File: config.mk
export PLATFORM = sky130hd
export DESIGN_NAME = seven_segment_scan_with_keypad_edit
export DESIGN_NICKNAME = d
export VERILOG_FILES = /design/src/design/sskp_pkg.sv /design/src/design/sskp_rem.sv /design/src/design/sskp_dpath.sv /design/src/design/sskp_ctrl.sv /design/src/design/seven_segment_scan_with_keypad_edit.sv
export VERILOG_INCLUDE_DIRS = /design/src /design/src/design
export SDC_FILE = /design/constraint.sdc
export NUM_CORES = 1
export LEC_CHECK = 0
export BUFFER_PORTS_ARGS = -buffer_cell sky130_fd_sc_hd__buf_2
export CORE_MARGIN = 1.5
export CORE_UTILIZATION = 45
export DETAILED_ROUTE_END_ITERATION = 12
export SYNTH_ARGS = -nofsm -noshare
export SYNTH_HDL_FRONTEND = slang
export SYNTH_SLANG_ARGS = --single-unit
File: constraint.sdc
create_clock -name i_clk -period 5.4 [get_ports i_clk]
set_input_delay 0 -clock i_clk [delete_from_list [all_inputs] [get_ports i_clk]]
set_output_delay 0 -clock i_clk [all_outputs]
set_load 0.02 [all_outputs]
File: src/design/seven_segment_scan_with_keypad_edit_assert.svh
// ----------------------------------------------------------------------------
// Assertion macros for the seven-segment scan and keypad edit block
// Shared property forms used by the modules that carry assertions.
// ----------------------------------------------------------------------------
`ifndef SEVEN_SEGMENT_SCAN_WITH_KEYPAD_EDIT_ASSERT_SVH
`define SEVEN_SEGMENT_SCAN_WITH_KEYPAD_EDIT_ASSERT_SVH

// consequent holds in the same cycle as the antecedent
`define SSKP_ASSERT_SAME(label, clk, rst_n, ante, cons) \
    label: assert property (@(posedge clk) disable iff (!rst_n) (ante) |-> (cons)) \
        else $error("sskp: same-cycle check failed");

// consequent holds in the cycle after the antecedent
`define SSKP_ASSERT_NEXT(label, clk, rst_n, ante, cons) \
    label: assert property (@(posedge clk) disable iff (!rst_n) (ante) |=> (cons)) \
        else $error("sskp: next-cycle check failed");

`endif

File: src/design/sskp_pkg.sv
// ----------------------------------------------------------------------------
// sskp_pkg
// Types, codes and constant tables for the display scan and keypad edit block.
// ----------------------------------------------------------------------------
`timescale 1ns / 1ps
`default_nettype none

package sskp_pkg;

    localparam int TICK_W     = 16;
    localparam int DIV_W      = 8;
    localparam int SEC_W      = 4;
    localparam int OP_W       = 2;
    localparam int SENSE_W    = 7;
    localparam int BTN_W      = 2;
    localparam int KEY_W      = 4;
    localparam int ROW_W      = 2;
    localparam int DRIVE_W    = 7;
    localparam int CFG_IDX_W  = 2;
    localparam int IN_DATA_W  = 16;
    localparam int OUT_DATA_W = 24;

    localparam logic [OP_W-1:0] OP_TICK   = 2'd0;
    localparam logic [OP_W-1:0] OP_SCAN   = 2'd1;
    localparam logic [OP_W-1:0] OP_BUTTON = 2'd2;

    localparam logic [BTN_W-1:0] BTN_SCROLL_UP   = 2'd0;
    localparam logic [BTN_W-1:0] BTN_SCROLL_DOWN = 2'd1;
    localparam logic [BTN_W-1:0] BTN_DIV_UP      = 2'd2;
    localparam logic [BTN_W-1:0] BTN_DIV_DOWN    = 2'd3;

    localparam logic [CFG_IDX_W-1:0] CFG_TICK_PERIOD = 2'd0;
    localparam logic [CFG_IDX_W-1:0] CFG_BLINK_TICKS = 2'd1;

    localparam logic [TICK_W-1:0] TICK_PERIOD_RST = 16'd976;
    localparam logic [TICK_W-1:0] BLINK_TICKS_RST = 16'd488;

    localparam logic [DIV_W-1:0] DIVISOR_RST = 8'd4;
    localparam logic [DIV_W-1:0] DIVISOR_MIN = 8'd1;
    localparam logic [DIV_W-1:0] DIVISOR_MAX = 8'd255;

    localparam logic [DRIVE_W-1:0] ROW_BASE = 7'h08;

    localparam int NUM_KEYS = 12;
    localparam logic [KEY_W-1:0] KEY_CURSOR_DOWN = 4'd10;
    localparam logic [KEY_W-1:0] KEY_CURSOR_UP   = 4'd11;
    localparam logic [KEY_W-1:0] KEY_NONE        = 4'd15;

    localparam logic [SENSE_W-1:0] KEY_CODES [NUM_KEYS] = '{
        7'd69, 7'd14, 7'd13, 7'd11, 7'd22, 7'd21,
        7'd19, 7'd38, 7'd37, 7'd35, 7'd67, 7'd70
    };

    typedef enum logic [1:0] {
        ST_IDLE,
        ST_REM,
        ST_APPLY
    } t_state;

    typedef struct packed {
        logic load;
        logic rem_start;
        logic commit;
    } t_cmd;

    typedef struct packed {
        logic in_tick;
        logic rem_idle;
    } t_sts;

    function automatic logic [KEY_W-1:0] key_lookup(input logic [SENSE_W-1:0] sense);
        logic [KEY_W-1:0] k;
        k = KEY_NONE;
        for (int i = NUM_KEYS - 1; i >= 0; i--) begin
            if (sense == KEY_CODES[i]) begin
                k = KEY_W'(i);
            end
        end
        return k;
    endfunction

endpackage

`default_nettype wire

File: src/design/sskp_rem.sv
// ----------------------------------------------------------------------------
// sskp_rem
// Bit-serial restoring remainder of the tick count by the PWM divisor.
// ----------------------------------------------------------------------------
`timescale 1ns / 1ps
`default_nettype none
`include "seven_segment_scan_with_keypad_edit_assert.svh"

module sskp_rem (
    input  wire logic                        i_clk,
    input  wire logic                        i_rst_n,
    input  wire logic                        i_start,
    input  wire logic [sskp_pkg::TICK_W-1:0] i_dividend,
    input  wire logic [sskp_pkg::DIV_W-1:0]  i_divisor,
    output logic                             o_idle,
    output logic                             o_zero
);
    import sskp_pkg::*;

    localparam int CNT_W = $clog2(TICK_W);
    localparam logic [CNT_W-1:0] CNT_LAST = CNT_W'(TICK_W - 1);

    logic [TICK_W-1:0] r_quo;
    logic [DIV_W-1:0]  r_rem;
    logic [CNT_W-1:0]  r_cnt;
    logic              r_busy;

    logic [DIV_W:0]    trial;
    logic [DIV_W:0]    diff;
    logic              fits;
    logic [DIV_W-1:0]  n_rem;

    always_comb begin
        trial = {r_rem, r_quo[TICK_W-1]};
        diff  = trial - {1'b0, i_divisor};
        fits  = (trial >= {1'b0, i_divisor});
        n_rem = fits ? diff[DIV_W-1:0] : trial[DIV_W-1:0];
    end

    always_ff @(posedge i_clk) begin
        if (!i_rst_n) begin
            r_busy <= 1'b0;
            r_cnt  <= '0;
        end else if (i_start) begin
            r_busy <= 1'b1;
            r_cnt  <= '0;
        end else if (r_busy) begin
            r_cnt <= r_cnt + CNT_W'(1);
            if (r_cnt == CNT_LAST) begin
                r_busy <= 1'b0;
            end
        end
    end

    always_ff @(posedge i_clk) begin
        if (i_start) begin
            r_quo <= i_dividend;
            r_rem <= '0;
        end else if (r_busy) begin
            r_quo <= {r_quo[TICK_W-2:0], 1'b0};
            r_rem <= n_rem;
        end
    end

    assign o_idle = !r_busy;
    assign o_zero = (r_rem == '0);

    `SSKP_ASSERT_NEXT(a_start_busy, i_clk, i_rst_n, i_start, r_busy && r_rem == '0)
    `SSKP_ASSERT_NEXT(a_last_step, i_clk, i_rst_n, r_busy && r_cnt == CNT_LAST && !i_start, !r_busy && r_cnt == '0)
    `SSKP_ASSERT_SAME(a_idle_count, i_clk, i_rst_n, !r_busy, r_cnt == '0)

endmodule

`default_nettype wire

File: src/design/sskp_dpath.sv
// ----------------------------------------------------------------------------
// sskp_dpath
// Item latch, display and keypad state, configuration and result register.
// ----------------------------------------------------------------------------
`timescale 1ns / 1ps
`default_nettype none

module sskp_dpath #(
    parameter int NUM_DIGITS  = 8,
    parameter int SCAN_DIGITS = 4
) (
    input  wire logic                             i_clk,
    input  wire logic                             i_rst_n,
    input  wire sskp_pkg::t_cmd                   i_cmd,
    output sskp_pkg::t_sts                        o_sts,
    input  wire logic [sskp_pkg::OP_W-1:0]        i_op,
    input  wire logic [sskp_pkg::SENSE_W-1:0]     i_sense,
    input  wire logic [sskp_pkg::BTN_W-1:0]       i_code,
    input  wire logic                             i_cfg_we,
    input  wire logic [sskp_pkg::CFG_IDX_W-1:0]   i_cfg_index,
    input  wire logic [sskp_pkg::TICK_W-1:0]      i_cfg_data,
    output logic [sskp_pkg::OUT_DATA_W-1:0]       o_out_data
);
    import sskp_pkg::*;

    localparam int DW        = (NUM_DIGITS > 2) ? $clog2(NUM_DIGITS) : 1;
    localparam int SW        = (SCAN_DIGITS > 2) ? $clog2(SCAN_DIGITS) : 1;
    localparam int SUMW      = ((DW > SW) ? DW : SW) + 1;
    localparam int MOD_STEPS = (SCAN_DIGITS + NUM_DIGITS - 2) / NUM_DIGITS;
    localparam logic [DW-1:0] DIG_LAST  = DW'(NUM_DIGITS - 1);
    localparam logic [SW-1:0] SCAN_LAST = SW'(SCAN_DIGITS - 1);

    logic [OP_W-1:0]    r_op;
    logic [SENSE_W-1:0] r_sense;
    logic [BTN_W-1:0]   r_code;

    logic [TICK_W-1:0]  r_tick_period;
    logic [TICK_W-1:0]  r_blink_ticks;

    logic [TICK_W-1:0]  r_tick,    n_tick;
    logic [SEC_W-1:0]   r_sec,     n_sec;
    logic [SW-1:0]      r_scan,    n_scan;
    logic [DW-1:0]      r_scroll,  n_scroll;
    logic [DW-1:0]      r_cursor,  n_cursor;
    logic [DIV_W-1:0]   r_divisor, n_divisor;
    logic [ROW_W-1:0]   r_row,     n_row;
    logic [KEY_W-1:0]   r_digits [NUM_DIGITS];
    logic               n_dig_we;

    logic [OUT_DATA_W-1:0] r_out_data;

    logic [TICK_W:0]    tick_inc;
    logic [TICK_W-1:0]  tick_nxt;
    logic               sec_step;
    logic [SW-1:0]      scan_nxt;
    logic [SUMW-1:0]    idx_sum;
    logic [DW-1:0]      idx;
    logic               blank;
    logic [KEY_W-1:0]   key;
    logic               rem_idle;
    logic               rem_zero;
    logic [7:0]         port;
    logic               led;
    logic [DW+2:0]      cursor_ext;
    logic [SW+1:0]      scan_ext;
    logic [DRIVE_W-1:0] row_drive;

    sskp_rem u_rem (
        .i_clk      (i_clk),
        .i_rst_n    (i_rst_n),
        .i_start    (i_cmd.rem_start),
        .i_dividend (r_tick),
        .i_divisor  (r_divisor),
        .o_idle     (rem_idle),
        .o_zero     (rem_zero)
    );

    assign o_sts.in_tick  = (i_op == OP_TICK);
    assign o_sts.rem_idle = rem_idle;

    always_ff @(posedge i_clk) begin
        if (i_cmd.load) begin
            r_op    <= i_op;
            r_sense <= i_sense;
            r_code  <= i_code;
        end
    end

    always_ff @(posedge i_clk) begin
        if (!i_rst_n) begin
            r_tick_period <= TICK_PERIOD_RST;
            r_blink_ticks <= BLINK_TICKS_RST;
        end else if (i_cfg_we) begin
            unique case (i_cfg_index)
                CFG_TICK_PERIOD: r_tick_period <= i_cfg_data;
                CFG_BLINK_TICKS: r_blink_ticks <= i_cfg_data;
                default: ;
            endcase
        end
    end

    always_comb begin
        tick_inc = {1'b0, r_tick} + (TICK_W + 1)'(1);
        tick_nxt = (tick_inc >= {1'b0, r_tick_period}) ? '0 : tick_inc[TICK_W-1:0];
        sec_step = (tick_nxt == (r_tick_period - TICK_W'(1)));
        scan_nxt = (r_scan == SCAN_LAST) ? '0 : r_scan + SW'(1);
    end

    always_comb begin
        idx_sum = SUMW'(scan_nxt) + SUMW'(r_scroll);
        for (int s = 0; s < MOD_STEPS; s++) begin
            if (idx_sum >= SUMW'(NUM_DIGITS)) begin
                idx_sum = idx_sum - SUMW'(NUM_DIGITS);
            end
        end
    end

    assign idx   = idx_sum[DW-1:0];
    assign blank = (idx == r_cursor) && (tick_nxt < r_blink_ticks);
    assign key   = key_lookup(r_sense);

    always_comb begin
        n_tick    = r_tick;
        n_sec     = r_sec;
        n_scan    = r_scan;
        n_scroll  = r_scroll;
        n_cursor  = r_cursor;
        n_divisor = r_divisor;
        n_row     = r_row;
        n_dig_we  = 1'b0;
        unique case (r_op)
            OP_TICK: begin
                n_tick = tick_nxt;
                n_scan = scan_nxt;
                if (sec_step) begin
                    n_sec = r_sec + SEC_W'(1);
                end
            end
            OP_SCAN: begin
                n_row = r_row + ROW_W'(1);
                if (key == KEY_CURSOR_DOWN) begin
                    n_cursor = (r_cursor == '0) ? DIG_LAST : r_cursor - DW'(1);
                end else if (key == KEY_CURSOR_UP) begin
                    n_cursor = (r_cursor == DIG_LAST) ? '0 : r_cursor + DW'(1);
                end else if (key < KEY_CURSOR_DOWN) begin
                    n_dig_we = 1'b1;
                end
            end
            OP_BUTTON: begin
                unique case (r_code)
                    BTN_SCROLL_UP: begin
                        n_scroll = (r_scroll == DIG_LAST) ? '0 : r_scroll + DW'(1);
                    end
                    BTN_SCROLL_DOWN: begin
                        n_scroll = (r_scroll == '0) ? DIG_LAST : r_scroll - DW'(1);
                    end
                    BTN_DIV_UP: begin
                        if (r_divisor < DIVISOR_MAX) begin
                            n_divisor = r_divisor + DIV_W'(1);
                        end
                    end
                    BTN_DIV_DOWN: begin
                        if (r_divisor > DIVISOR_MIN) begin
                            n_divisor = r_divisor - DIV_W'(1);
                        end
                    end
                    default: ;
                endcase
            end
            default: ;
        endcase
    end

    always_comb begin
        cursor_ext = {3'b000, n_cursor};
        scan_ext   = {2'b00, scan_nxt};
        row_drive  = ROW_BASE << n_row;
        if (r_op == OP_TICK) begin
            port = {!blank, 1'b0, scan_ext[1:0], r_digits[idx]};
            led  = rem_zero;
        end else begin
            port = '0;
            led  = 1'b0;
        end
    end

    always_ff @(posedge i_clk) begin
        if (!i_rst_n) begin
            r_tick    <= '0;
            r_sec     <= '0;
            r_scan    <= '0;
            r_scroll  <= DW'(4 % NUM_DIGITS);
            r_cursor  <= DW'(7 % NUM_DIGITS);
            r_divisor <= DIVISOR_RST;
            r_row     <= '0;
            for (int i = 0; i < NUM_DIGITS; i++) begin
                r_digits[i] <= KEY_W'((NUM_DIGITS - i) & 15);
            end
        end else if (i_cmd.commit) begin
            r_tick    <= n_tick;
            r_sec     <= n_sec;
            r_scan    <= n_scan;
            r_scroll  <= n_scroll;
            r_cursor  <= n_cursor;
            r_divisor <= n_divisor;
            r_row     <= n_row;
            if (n_dig_we) begin
                r_digits[r_cursor] <= key;
            end
        end
    end

    always_ff @(posedge i_clk) begin
        if (i_cmd.commit) begin
            r_out_data <= {1'b0, cursor_ext[2:0], row_drive, n_sec, led, port};
        end
    end

    assign o_out_data = r_out_data;

endmodule

`default_nettype wire

File: src/design/sskp_ctrl.sv
// ----------------------------------------------------------------------------
// sskp_ctrl
// Sequencer for item intake, remainder run, state commit and result valid.
// ----------------------------------------------------------------------------
`timescale 1ns / 1ps
`default_nettype none
`include "seven_segment_scan_with_keypad_edit_assert.svh"

module sskp_ctrl (
    input  wire logic           i_clk,
    input  wire logic           i_rst_n,
    input  wire logic           i_in_valid,
    output logic                o_in_ready,
    output logic                o_out_valid,
    input  wire logic           i_out_ready,
    input  wire sskp_pkg::t_sts i_sts,
    output sskp_pkg::t_cmd      o_cmd
);
    import sskp_pkg::*;

    t_state r_state, n_state;
    logic   r_out_valid, n_out_valid;
    logic   out_free;

    assign out_free = !r_out_valid || i_out_ready;

    always_comb begin
        n_state = r_state;
        unique case (r_state)
            ST_IDLE: begin
                if (i_in_valid) begin
                    n_state = i_sts.in_tick ? ST_REM : ST_APPLY;
                end
            end
            ST_REM: begin
                if (i_sts.rem_idle) begin
                    n_state = ST_APPLY;
                end
            end
            ST_APPLY: begin
                if (out_free) begin
                    n_state = ST_IDLE;
                end
            end
            default: n_state = ST_IDLE;
        endcase
    end

    always_comb begin
        o_in_ready      = (r_state == ST_IDLE);
        o_cmd.load      = (r_state == ST_IDLE) && i_in_valid;
        o_cmd.rem_start = (r_state == ST_IDLE) && i_in_valid && i_sts.in_tick;
        o_cmd.commit    = (r_state == ST_APPLY) && out_free;
        if (o_cmd.commit) begin
            n_out_valid = 1'b1;
        end else if (i_out_ready) begin
            n_out_valid = 1'b0;
        end else begin
            n_out_valid = r_out_valid;
        end
    end

    always_ff @(posedge i_clk) begin
        if (!i_rst_n) begin
            r_state     <= ST_IDLE;
            r_out_valid <= 1'b0;
        end else begin
            r_state     <= n_state;
            r_out_valid <= n_out_valid;
        end
    end

    assign o_out_valid = r_out_valid;

    `SSKP_ASSERT_NEXT(a_tick_runs_rem, i_clk, i_rst_n, o_cmd.rem_start, r_state == ST_REM && !i_sts.rem_idle)
    `SSKP_ASSERT_SAME(a_idle_rem_free, i_clk, i_rst_n, r_state == ST_IDLE, i_sts.rem_idle)
    `SSKP_ASSERT_NEXT(a_commit_shows, i_clk, i_rst_n, o_cmd.commit, r_out_valid && r_state == ST_IDLE)

endmodule

`default_nettype wire

File: src/design/seven_segment_scan_with_keypad_edit.sv
// ----------------------------------------------------------------------------
// seven_segment_scan_with_keypad_edit
// Scanned seven-segment digit drive, PWM LED and keypad digit editing.
// ----------------------------------------------------------------------------
// Usage:
//   Slave stream takes one word per item: tuser is the op (tick, keypad
//   scan, button), tdata carries the keypad sense and button code.
//   Master stream returns exactly one result word per item.
//   Config channel writes tick_period (index 0) or blink_ticks (index 1);
//   it is always ready; the user must see that it is written only while no
//   item is in flight, since the block itself does not enforce this.
//   A tick runs the 16-step bit-serial remainder of the tick count by the
//   PWM divisor before its result is committed; other items go straight
//   to the commit. A new item is taken only once the last one has been
//   committed.
//   A finished result sits in the output register while the next item is
//   accepted and worked; the commit of that item waits until the receiver
//   takes the held word.
//   Reset (synchronous, active low) restores the default registers, digit
//   buffer 8..1, scroll 4, cursor 7, divisor 4, row 0x08, and empties the
//   output register.
// ----------------------------------------------------------------------------
`timescale 1ns / 1ps
`default_nettype none

module seven_segment_scan_with_keypad_edit #(
    parameter int NUM_DIGITS  = 8,
    parameter int SCAN_DIGITS = 4
) (
    input  wire logic                               i_clk,
    input  wire logic                               i_rst_n,
    input  wire logic                               s_axis_tvalid,
    output logic                                    s_axis_tready,
    // [6:0] sense, [8:7] button_code, [15:9] zero
    input  wire logic [sskp_pkg::IN_DATA_W-1:0]     s_axis_tdata,
    // [1:0] op
    input  wire logic [sskp_pkg::OP_W-1:0]          s_axis_tuser,
    output logic                                    m_axis_tvalid,
    input  wire logic                               m_axis_tready,
    // [7:0] digit_port, [8] led_on, [12:9] seconds_nibble,
    // [19:13] row_drive, [22:20] cursor, [23] zero
    output logic [sskp_pkg::OUT_DATA_W-1:0]         m_axis_tdata,
    input  wire logic                               i_cfg_valid,
    output logic                                    o_cfg_ready,
    input  wire logic [sskp_pkg::CFG_IDX_W-1:0]     i_cfg_index,
    input  wire logic [sskp_pkg::TICK_W-1:0]        i_cfg_data
);
    import sskp_pkg::*;

    t_cmd cmd;
    t_sts sts;

    assign o_cfg_ready = 1'b1;

    sskp_ctrl u_ctrl (
        .i_clk       (i_clk),
        .i_rst_n     (i_rst_n),
        .i_in_valid  (s_axis_tvalid),
        .o_in_ready  (s_axis_tready),
        .o_out_valid (m_axis_tvalid),
        .i_out_ready (m_axis_tready),
        .i_sts       (sts),
        .o_cmd       (cmd)
    );

    sskp_dpath #(
        .NUM_DIGITS  (NUM_DIGITS),
        .SCAN_DIGITS (SCAN_DIGITS)
    ) u_dpath (
        .i_clk       (i_clk),
        .i_rst_n     (i_rst_n),
        .i_cmd       (cmd),
        .o_sts       (sts),
        .i_op        (s_axis_tuser),
        .i_sense     (s_axis_tdata[SENSE_W-1:0]),
        .i_code      (s_axis_tdata[SENSE_W+BTN_W-1:SENSE_W]),
        .i_cfg_we    (i_cfg_valid),
        .i_cfg_index (i_cfg_index),
        .i_cfg_data  (i_cfg_data),
        .o_out_data  (m_axis_tdata)
    );

endmodule

`default_nettype wire

==> reports/metrics.cfg, run 1 <==
[clocking]
cts_tree = done
cts_max_path_buffers = 2
path_clk_slew_ns = 0.07
clkLatencyLatePin_ns = 0.43
cts_resized = 0
cts_root_buf = clkbuf_16
cts_buffers = 17
cts.sinks = 164
cts_max_level = 4

[synthesis]
synth_compound_area_frac = 0.130
synth_top_family_by_area = simple AND/OR/NAND/NOR gates
seq_area_frac_synth = 0.423
synthTopCellsByCount = nand2_1 (198), dfxtp_1 (86), nor2_1 (80)
synth-xor-area-share = 0.0491
synth-adder-area-share = 0.0758
synth_cell_type_count = 72
yosysWarnings = 0
syn_avg_cell_area_um2 = 8.94
async_flop_share = 0
netlist_area_um2 = 9610
ys_ff_latch = 164
synth_top_cell_by_area = edfxtp_1
synth-simple-area-share = 0.236
yosysTopAreaCellShare = 0.244
synth_most_common_cell = nand2_1
synth-edff-count = 78
synthTopCellsByArea = edfxtp_1 (24%), dfxtp_1 (18%), nand2_1 (7.7%)
synth_ff_type = dfxtp_1
synthMuxAreaShare = 0.0371
synthCells = 1075

[critical_path]
crit_slowest_cell = o21ai_1
worstPathMaxFanout = 9
critPathKind = reg -> reg
critPathMaxStageDelay_ns = 0.67
arrival_ns = 5.07
path_cells = and4_1 > nand4_1 > xor2_1 > inv_1 > ha_1 > o21a_1 > o21ai_0 > or4_1 > o21ai_1 > o31ai_1 > a22o_1 > nor4_4 > nand2_2 > mux2_4
timing.rr.start = u_dpath.r_tick[2]$_SDFFE_PN0P_
start_kind = register
rr_worst_depth = 14
worst-r2r-setup-slack_ns = 0.52
required_ns = 5.59
crit_path_end_kind = register
r2r_end = u_dpath.o_out_data[10]$_DFFE_PP_

[placed_design]
dp_hpwl_um = 17000
gp_congestion = 0.930
port_buffers = 54

[floorplanning]
core-area_um2 = 21000
fp.dieArea_um2 = 22200
die_x_um = 149
pin_count = 68
initial_core_util = 0.458
rows = 53
die_h_um = 149

[route]
drt-total-wl_um = 23600
drtIter0Drc = 461
wl_per_cell_um = 16.5
first_pass_iters = 5
routed_via_density = 5.41
vias = 7743
drcViolationCount = 0
ant_nets = 0

[timing]
fin_skew_ns = 0.00932
grt_setup_unrepaired = no
finalSetupViolCount = 0
drv_slew = 0
min_period_ns = 4.88
fin_crit_sh = 0.904
fin_tns_setup_ns = 0
fmax_mhz = 205
finalHoldViolCount = 0
slew-limit-headroom = 0.338
tightest_slew_ns = 0.989

[finish]
register_area_um2 = 4060
syn2layout_area_growth_pct = 14.7
final_util = 0.526
drive_gt1_frac = 0.106
fillCellCount = 1964
antennaDiodeCount = 0
fin_nets = 1241
multiInputGateArea_um2 = 5100

[hold_path]
min_to = u_dpath.r_tick_period[0]$_SDFFE_PN0P_
hold_start = i_rst_n
hold_class = in -> reg
hold_depth = 3

[grt]
grtUsageMet3 = 0.0394
gr-usage-met1 = 0.287
grt_use_met2 = 0.361
grt_pass1_vias = 7182
grt_max_degree = 80
top_usage_layer = met2
antenna_found_initial = 0
grt_remaining_overflow = 0
grt_pass1_wl_um = 37500
track_usage = 0.217

[pwr]
p_per_area_nw_per_um2 = 286
peakVddDrop_mv = 0.163
p_leak_nw = 4.33

[job]
drv_cap = 0

[status]
status = complete, no violations

[cell usage in the layout (no fill, tap or decap), types with 19 or more instances in the layout]
| cell type | instances |
|---|---|
| a21boi_0 | 36 |
| a21oi_1 | 42 |
| buf_2 | 54 |
| clkbuf_16 | 19 |
| dfxtp_1 | 86 |
| dlygate4sd3_1 | 34 |
| edfxtp_1 | 78 |
| ha_1 | 55 |
| inv_1 | 61 |
| nand2_1 | 198 |
| nand3_1 | 30 |
| nand4_1 | 23 |
| nor2_1 | 80 |
| nor2b_1 | 25 |
| nor3_1 | 23 |
| o21ai_0 | 33 |
| xnor2_1 | 36 |
[power breakdown]
group,leakage [nW],internal [mW],switching (mW),total (mW)
sequential,1.42,1.37,0.0675,1.44
combinational,2.63,0.219,0.285,0.504
clock,0.286,0.668,0.538,1.21
[flip-flops by register name, summed over array words and instances (netlist names), 2 cells and up]
| signal | flops |
|---|---|
| u_dpath.r_row | 2 |
| u_dpath.u_rem.r_cnt | 4 |
| u_dpath.r_code | 2 |
| u_dpath.r_sec | 4 |
| u_dpath.r_tick_period | 16 |
| u_dpath.r_tick | 16 |
| u_dpath.r_scroll | 3 |
| u_dpath.r_scan | 2 |
| u_dpath.u_rem.r_quo | 16 |
| u_ctrl.r_state | 2 |
| u_dpath.r_op | 2 |
| u_dpath.r_digits | 32 |
| u_dpath.r_cursor | 3 |
| u_dpath.u_rem.r_rem | 8 |
| u_dpath.r_blink_ticks | 16 |
| u_dpath.r_sense | 7 |
| u_dpath.r_divisor | 8 |
| u_dpath.o_out_data | 19 |
[kinds of logic after synthesis]
| group | count (synthesis) |
|---|---|
| simple gates | 470 |
| compound gates | 188 |
| flops | 164 |
| buf+inv | 116 |
| fa+ha+maj | 57 |
| xor+xnor | 53 |
| mux | 25 |
| other cells | 2 |
[worst max-delay path, delay by kind of cell, from the launching register on]
kind / cells / cell delay (ns)
compound gates: 5 / 1.37
xor+xnor: 1 / 0.28
fa+ha+maj: 1 / 0.31
buf+inv: 1 / 0.13
flops: 1 / 0.48
mux: 1 / 0.32
simple gates: 5 / 1.77
[routing by layer]
layer  up-vias  part of all wire
li1       3903                 -
met1      3656              0.47
met2       158              0.48
met3        26             0.037
met4         0             0.014
met5         -                 0
[how the worst max path moves through the flow]
| stage | from | endpoint |
|---|---|---|
| 6_report | u_dpath.r_tick[2]$_SDFFE_PN0P_ | u_dpath.o_out_data[10]$_DFFE_PP_ |
| 5_1_grt | u_dpath.r_tick[2]$_SDFFE_PN0P_ | u_dpath.o_out_data[10]$_DFFE_PP_ |
| 4_1_cts | u_dpath.r_tick[2]$_SDFFE_PN0P_ | u_dpath.o_out_data[10]$_DFFE_PP_ |
| 3_5_place_dp | u_dpath.r_tick[2]$_SDFFE_PN0P_ | u_dpath.o_out_data[10]$_DFFE_PP_ |
| 3_3_place_gp | u_dpath.r_tick[2]$_SDFFE_PN0P_ | u_dpath.o_out_data[10]$_DFFE_PP_ |
| 2_1_floorplan | u_dpath.r_tick[7]$_SDFFE_PN0P_ | u_dpath.o_out_data[7]$_SDFFCE_PN0P_ |
[stage by stage]
| stage | hold WS (ns) | worst slack (ns) | std cells | power [mW] | instance area [µm²] |
|---|---|---|---|---|---|
| 6_report | 0.0568 | 0.516 | 1431 | 3.15 | 11000 |
| 5_1_grt | 0.0528 | 0.231 | 1431 | 3.30 | 11000 |
| 4_1_cts | 0.0274 | 0.603 | 1431 | 3.18 | 11000 |
| 3_5_place_dp | 0.178 | 0.610 | 1365 | 1.95 | 10100 |
| 3_3_place_gp | 0.177 | 0.657 | 1365 | 1.94 | 10100 |
| 2_1_floorplan | 0.0989 | 0.946 | 1079 | 1.83 | 9620 |
[what timing repair did]
| action | CTS | global route |
|---|---|---|
| buffers inserted | 0 | 0 |
| endpoints found under the hold margin | 45 | 0 |
| hold buffers | 34 | 0 |
[area by class of cell]
class / count / area share
clock buffer: 22 / 0.0451
clock inverter: 10 / 0.00750
inverter: 62 / 0.0211
multi-input combinational: 799 / 0.463
sequential: 164 / 0.369
tap: 275 / 0.0312
timing repair buffer: 99 / 0.0629
Power figures use the tool's default switching activity.
==> inputs of run 2 (changes only) <==
CORE_UTILIZATION = 50   (was 45)
PLACE_DENSITY = 0.68   (was default)
==> reports/metrics.cfg, run 2 (same netlist as run 1, synthesis figures left out) <==
[grt]
gr-usage-met1 = 0.309  ; +0.0212
track_usage = 0.236  ; +0.0191
grt_pass1_vias = 7432  ; +3.5%
grt_use_met2 = 0.384  ; +0.0232
grt_remaining_overflow = 0  ; unchanged
top_usage_layer = met2
antenna_found_initial = 0  ; unchanged
grt_max_degree = 81  ; +1.3%
grt_pass1_wl_um = 37300  ; -0.75%
grtUsageMet3 = 0.0445  ; +0.00510

[route]
first_pass_iters = 5  ; unchanged
routed_via_density = 5.64  ; +4.2%
drt-total-wl_um = 22700  ; -4.2%
wl_per_cell_um = 16.4  ; -1.0%
ant_nets = 0  ; unchanged
drcViolationCount = 0  ; unchanged
vias = 7806  ; +0.81%
drtIter0Drc = 472  ; +2.4%

[pwr]
seqPwrFrac = 0.446  ; -0.011
swShare = 0.277  ; -0.00553
power.switching_mw = 0.894  ; +0.38%
cell_internal_pwr_mw = 2.33  ; +3.2%
p_per_area_nw_per_um2 = 294  ; +2.9%
p_leak_nw = 4.34  ; about the same
p_comb_frac = 0.155  ; -0.005
peakVddDrop_mv = 0.237  ; +46%
pwr-share-clk = 0.399  ; +0.016

[finish]
drive_gt1_frac = 0.107  ; +0.00133
fillCellCount = 1642  ; -16%
layout_common_cells = nand2_1 (198), dfxtp_1 (86), nor2_1 (80), edfxtp_1 (78), inv_1 (61)
antennaDiodeCount = 0  ; unchanged
largest_register_ffs = 32  ; unchanged
final_common_cell = nand2_1
syn2layout_area_growth_pct = 14.0
largest_register = u_dpath.r_digits
fin_nets = 1236  ; -0.40%

[timing]
tightest_slew_ns = 0.936  ; -0.0529 ns
slew-limit-headroom = 0.360  ; +0.0222
fin_skew_ns = 0.00796  ; -0.00136 ns
fin_crit_sh = 0.910  ; +0.00555
grt_setup_unrepaired = no
fin_tns_setup_ns = 0  ; unchanged
finalSetupViolCount = 0  ; unchanged
fmax_mhz = 204  ; -0.61%
timing.hold.ws_ns = 0.108  ; +0.0514 ns
drv_slew = 0  ; unchanged
finalHoldViolCount = 0  ; unchanged
min_period_ns = 4.91  ; +0.0299 ns

[floorplanning]
pin_count = 68  ; unchanged
rows = 50  ; -5.7%
die_h_um = 142  ; -5.0%
core-area_um2 = 18800  ; -10%
fp.dieArea_um2 = 20100  ; -9.8%
die_x_um = 142  ; -5.0%
initial_core_util = 0.512  ; +0.0534

[status]
status = complete, no violations

[critical_path]
rr_worst_depth = 18  ; +4
critPathMaxStageDelay_ns = 0.57  ; -0.10 ns
crit_slowest_cell = or4_1
r2r_end = u_dpath.o_out_data[7]$_SDFFCE_PN0P_
crit_path_end_kind = register
required_ns = 5.58  ; about the same
start_kind = register
arrival_ns = 5.09  ; +0.02 ns
worstPathMaxFanout = 15  ; +6
worst-r2r-setup-slack_ns = 0.49  ; -0.03 ns
critPathKind = reg -> reg
timing.rr.start = u_dpath.r_tick[2]$_SDFFE_PN0P_
path_cells = and4_1 > nand4_1 > xor2_1 > inv_1 > ha_1 > o21a_1 > o21ai_0 > or4_1 > o21a_1 > nand2_1 > nor2_1 > ha_1 > nand2_1 > o21ai_0 > a2111oi_0 > o221ai_1 > a211oi_1 > a21oi_1

[job]
drv_cap = 0  ; unchanged

[clocking]
cts_max_path_buffers = 2  ; unchanged
cts.sinks = 164  ; unchanged
cts_resized = 0  ; unchanged
cts_tree = done
clkLatencyLatePin_ns = 0.43  ; about the same
cts_buffers = 17  ; unchanged
cts_root_buf = clkbuf_16
path_clk_slew_ns = 0.07  ; about the same
cts_max_level = 4  ; unchanged

[hold_path]
hold_start = i_cfg_index[1]
min_to = u_dpath.r_tick_period[1]$_SDFFE_PN0P_
hold_class = in -> reg
hold_depth = 5  ; +2

[placed_design]
port_buffers = 54  ; unchanged
gp_congestion = 0.915  ; -1.6%
dp_hpwl_um = 16200  ; -4.5%

-- run 2: cell types whose count changed in the layout (fill, tap and decap cells not counted) --
cell and delta:
clkinv_1 +1, clkinv_8 +1, clkinv_4 +1, bufinv_16 +3, clkbuf_16 -2, clkbuf_1 -2
inv_4 -2, inv_8 -1, inv_6 +2, dlygate4sd3_1 -5, clkbuf_8 -1
-- run 2: worst max path at each step --
stage                                                     end  slack [ns]  depth (start not counted)                      startpoint
after floorplan           u_dpath.o_out_data[7]$_SDFFCE_PN0P_        0.95                         21  u_dpath.r_tick[7]$_SDFFE_PN0P_
final                     u_dpath.o_out_data[7]$_SDFFCE_PN0P_        0.49                         18  u_dpath.r_tick[2]$_SDFFE_PN0P_
after detailed placement  u_dpath.o_out_data[7]$_SDFFCE_PN0P_        0.58                         18  u_dpath.r_tick[2]$_SDFFE_PN0P_
after global placement       u_dpath.o_out_data[10]$_DFFE_PP_        0.69                         15  u_dpath.r_tick[2]$_SDFFE_PN0P_
after CTS                 u_dpath.o_out_data[7]$_SDFFCE_PN0P_        0.49                         18  u_dpath.r_tick[2]$_SDFFE_PN0P_
after global routing      u_dpath.o_out_data[7]$_SDFFCE_PN0P_        0.16                         18  u_dpath.r_tick[2]$_SDFFE_PN0P_
-- run 2: area by class of cell --
class	instances	area, µm²	area share
multi-input combinational	799	5100	0.466
sequential	164	4060	0.371
timing repair buffer	94	643	0.0587
clock buffer	17	425	0.0388
tap	234	293	0.0267
inverter	62	233	0.0212
clock inverter	15	195	0.0178
-- run 2: per-stage QoR --
step / cell area, µm² / instances / setup WS [ns] / util / power (mW)
after floorplan: 9620 / 1079 / 0.946 / - / 1.83
after global placement: 10000 / 1324 / 0.691 / 0.535 / 1.94
after detailed placement: 10000 / 1324 / 0.578 / 0.535 / 1.94
after CTS: 11000 / 1385 / 0.493 / 0.584 / 3.25
after global routing: 11000 / 1385 / 0.162 / 0.584 / 3.37
final: 11000 / 1385 / 0.486 / 0.584 / 3.22
-- run 2: repair_timing --
item | 4_1_cts | 5_1_grt
endpoints found under the hold margin | 45 | 0
setup endpoints to repair | 0 | 0
setup buffers | 0 | 0
hold buffers | 29 | 0
-- run 2: routing by layer --
layer	vias up	wire [µm]	part of all wire
met5	-	0	0
met4	0	724	0.032
met3	52	1070	0.047
met2	215	10600	0.47
met1	3632	10300	0.45
li1	3907	-	-
-- run 2: power by group through the flow --
| stage | registers [mW] | clock network [mW] | logic (mW) |
|---|---|---|---|
| finish | 1.44 | 1.28 | 0.500 |
| detailed placement | 1.46 | 0 | 0.479 |
| global route | 1.45 | 1.35 | 0.572 |
| floorplan | 1.45 | 0 | 0.382 |
| CTS | 1.44 | 1.31 | 0.501 |
| global placement | 1.46 | 0 | 0.474 |
-- run 2: critical path: cells and delay by family, from the launching register on --
kind | cells | cell delay, ns
xor gates and xnor gates | 1 | 0.32
and+or+nand+nor | 6 | 1.51
AOI/OAI and AO/OA | 8 | 1.55
DFF | 1 | 0.48
buffers and inverters | 1 | 0.12
adders and majority gates | 2 | 0.66
==> inputs of run 3 (changes only) <==
CORE_ASPECT_RATIO = 1.4   (was default)
==> reports/metrics.cfg, run 3 (same netlist as run 1, synthesis figures left out) <==
[job]
drv_cap = 0  ; unchanged

[floorplanning]
core-area_um2 = 18700  ; -0.49%
die_h_um = 167  ; +18%
rows = 59  ; +18%
pin_count = 68  ; unchanged
fp.dieArea_um2 = 20100  ; about the same
die_x_um = 120  ; -15%
initial_core_util = 0.514  ; +0.00250

[route]
ant_nets = 0  ; unchanged
drt-total-wl_um = 23100  ; +2.1%
vias = 7791  ; -0.19%
drtIter0Drc = 521  ; +10%
first_pass_iters = 5  ; unchanged
wl_per_cell_um = 16.6  ; +1.6%
routed_via_density = 5.59  ; -0.77%
drcViolationCount = 0  ; unchanged

[timing]
min_period_ns = 4.83  ; -0.0839 ns
finalHoldViolCount = 0  ; unchanged
grt_setup_unrepaired = no
fin_tns_setup_ns = 0  ; unchanged
finalSetupViolCount = 0  ; unchanged
slew-limit-headroom = 0.399  ; +0.0397
tightest_slew_ns = 0.901  ; -0.0353 ns
drv_slew = 0  ; unchanged
fmax_mhz = 207  ; +1.7%
fin_skew_ns = 0.0102  ; +0.00227 ns
fin_crit_sh = 0.894  ; -0.0155

[finish]
fin_nets = 1234  ; -0.16%
layout_common_cells = nand2_1 (198), dfxtp_1 (86), nor2_1 (80), edfxtp_1 (78), inv_1 (61)
multiInputGateArea_um2 = 5100  ; unchanged
drive_gt1_frac = 0.104  ; -0.00330
largest_register = u_dpath.r_digits
antennaDiodeCount = 0  ; unchanged
fillCellCount = 1624  ; -1.1%
final_util = 0.584  ; about the same
final_common_cell = nand2_1
fin_area_um2 = 10900  ; -0.45%
register_area_um2 = 4060  ; unchanged
largest_register_ffs = 32  ; unchanged
syn2layout_area_growth_pct = 13.5

[clocking]
clkLatencyLatePin_ns = 0.43  ; about the same
cts_root_buf = clkbuf_16
cts_max_level = 4  ; unchanged
path_clk_slew_ns = 0.08  ; about the same
cts_tree = done
cts_resized = 0  ; unchanged
cts_max_path_buffers = 2  ; unchanged
cts_buffers = 17  ; unchanged
cts.sinks = 164  ; unchanged

[critical_path]
start_kind = register
crit_path_end_kind = register
required_ns = 5.57  ; about the same
worstPathMaxFanout = 15  ; unchanged
crit_buf_inv = 2  ; +1
path_cells = and4_1 > nand4_1 > xor2_1 > inv_1 > ha_1 > o21a_1 > o21ai_0 > or4_1 > o21a_1 > nand2_1 > buf_4 > nor2_1 > ha_1 > nand2_1 > o21ai_0 > a2111oi_0 > o221ai_1 > a211oi_1 > a21oi_1
crit_family = simple AND/OR/NAND/NOR gates
crit_slowest_cell = or4_1
critPathKind = reg -> reg
cp.depth = 19  ; +1
r2r_end = u_dpath.o_out_data[7]$_SDFFCE_PN0P_
rr_worst_depth = 19  ; +1
timing.rr.start = u_dpath.r_tick[2]$_SDFFE_PN0P_
arrival_ns = 5.00  ; -0.09 ns
critPathMaxStageDelay_ns = 0.57  ; about the same
worst-r2r-setup-slack_ns = 0.57  ; +0.08 ns

[grt]
grt_pass1_wl_um = 37500  ; +0.63%
antenna_found_initial = 0  ; unchanged
grt_max_degree = 81  ; unchanged
grt_remaining_overflow = 0  ; unchanged
gr-usage-met1 = 0.270  ; -0.0385
grt_use_met2 = 0.424  ; +0.0403
top_usage_layer = met2
track_usage = 0.238  ; +0.00195
grt_pass1_vias = 7546  ; +1.5%
grtUsageMet3 = 0.0346  ; -0.00996

[pwr]
p_leak_nw = 4.30  ; -0.83%
p_per_area_nw_per_um2 = 288  ; -2.2%
power_mw = 3.14  ; -2.7%
peakVddDrop_mv = 0.285  ; +20%

[placed_design]
port_buffers = 54  ; unchanged
dp_hpwl_um = 17000  ; +4.9%
gp_congestion = 0.934  ; +2.0%
dpl_cell_area_um2 = 10000  ; about the same

[hold_path]
hold_class = in -> reg
hold_depth = 5  ; unchanged
min_to = u_dpath.r_tick_period[1]$_SDFFE_PN0P_
hold_start = i_cfg_index[1]

[status]
status = complete, no violations

==> run 3: how the worst max path moves through the flow <==
stage	endpoint	start	slack (ns)
floorplan	u_dpath.o_out_data[7]$_SDFFCE_PN0P_	u_dpath.r_tick[7]$_SDFFE_PN0P_	0.95
global placement	u_dpath.o_out_data[7]$_SDFFCE_PN0P_	u_dpath.r_tick[2]$_SDFFE_PN0P_	0.63
detailed placement	u_dpath.o_out_data[10]$_DFFE_PP_	u_dpath.r_tick[0]$_SDFFE_PN0P_	0.63
CTS	u_dpath.o_out_data[7]$_SDFFCE_PN0P_	u_dpath.r_tick[2]$_SDFFE_PN0P_	0.60
global route	u_dpath.o_out_data[7]$_SDFFCE_PN0P_	u_dpath.r_tick[2]$_SDFFE_PN0P_	0.14
finish	u_dpath.o_out_data[7]$_SDFFCE_PN0P_	u_dpath.r_tick[2]$_SDFFE_PN0P_	0.57
==> run 3: tightest hold or removal path: cells and delay by family <==
kind	cells	cell delay, ns
buffers and inverters	2	0.31
and+or+nand+nor	2	0.13
AOI/OAI and AO/OA	1	0.05
==> run 3: layer usage <==
| layer | wire (µm) | part of all wire |
|---|---|---|
| met5 | 0 | 0 |
| met4 | 1080 | 0.046 |
| met3 | 712 | 0.031 |
| met2 | 11900 | 0.51 |
| met1 | 9480 | 0.41 |
==> run 3: repair_timing <==
action / in CTS / in global routing
hold buffers: 29 / 0
setup buffers: 0 / 0
endpoints found under the setup margin: 0 / 0
endpoints found under the hold margin: 45 / 0
==> run 3: final cells by class <==
cell class	count	area share
Timing Repair Buffer	92	0.0576
Tap cell	244	0.0280
Inverter	62	0.0213
Clock buffer	19	0.0397
Sequential cell	164	0.373
Multi-Input combinational cell	799	0.468
Clock inverter	13	0.0130
==> run 3: metrics by stage <==
step	instances	worst slack, ns	hold WS (ns)
after detailed placement	1332	0.632	0.178
after global routing	1393	0.143	0.138
after CTS	1393	0.600	0.101
final	1393	0.570	0.114
after floorplan	1079	0.946	0.0989
after global placement	1332	0.632	0.177
==> run 3: report_power, final <==
group / switching [mW] / internal [mW]
clock network: 0.544 / 0.653
logic: 0.283 / 0.217
registers: 0.0696 / 1.37
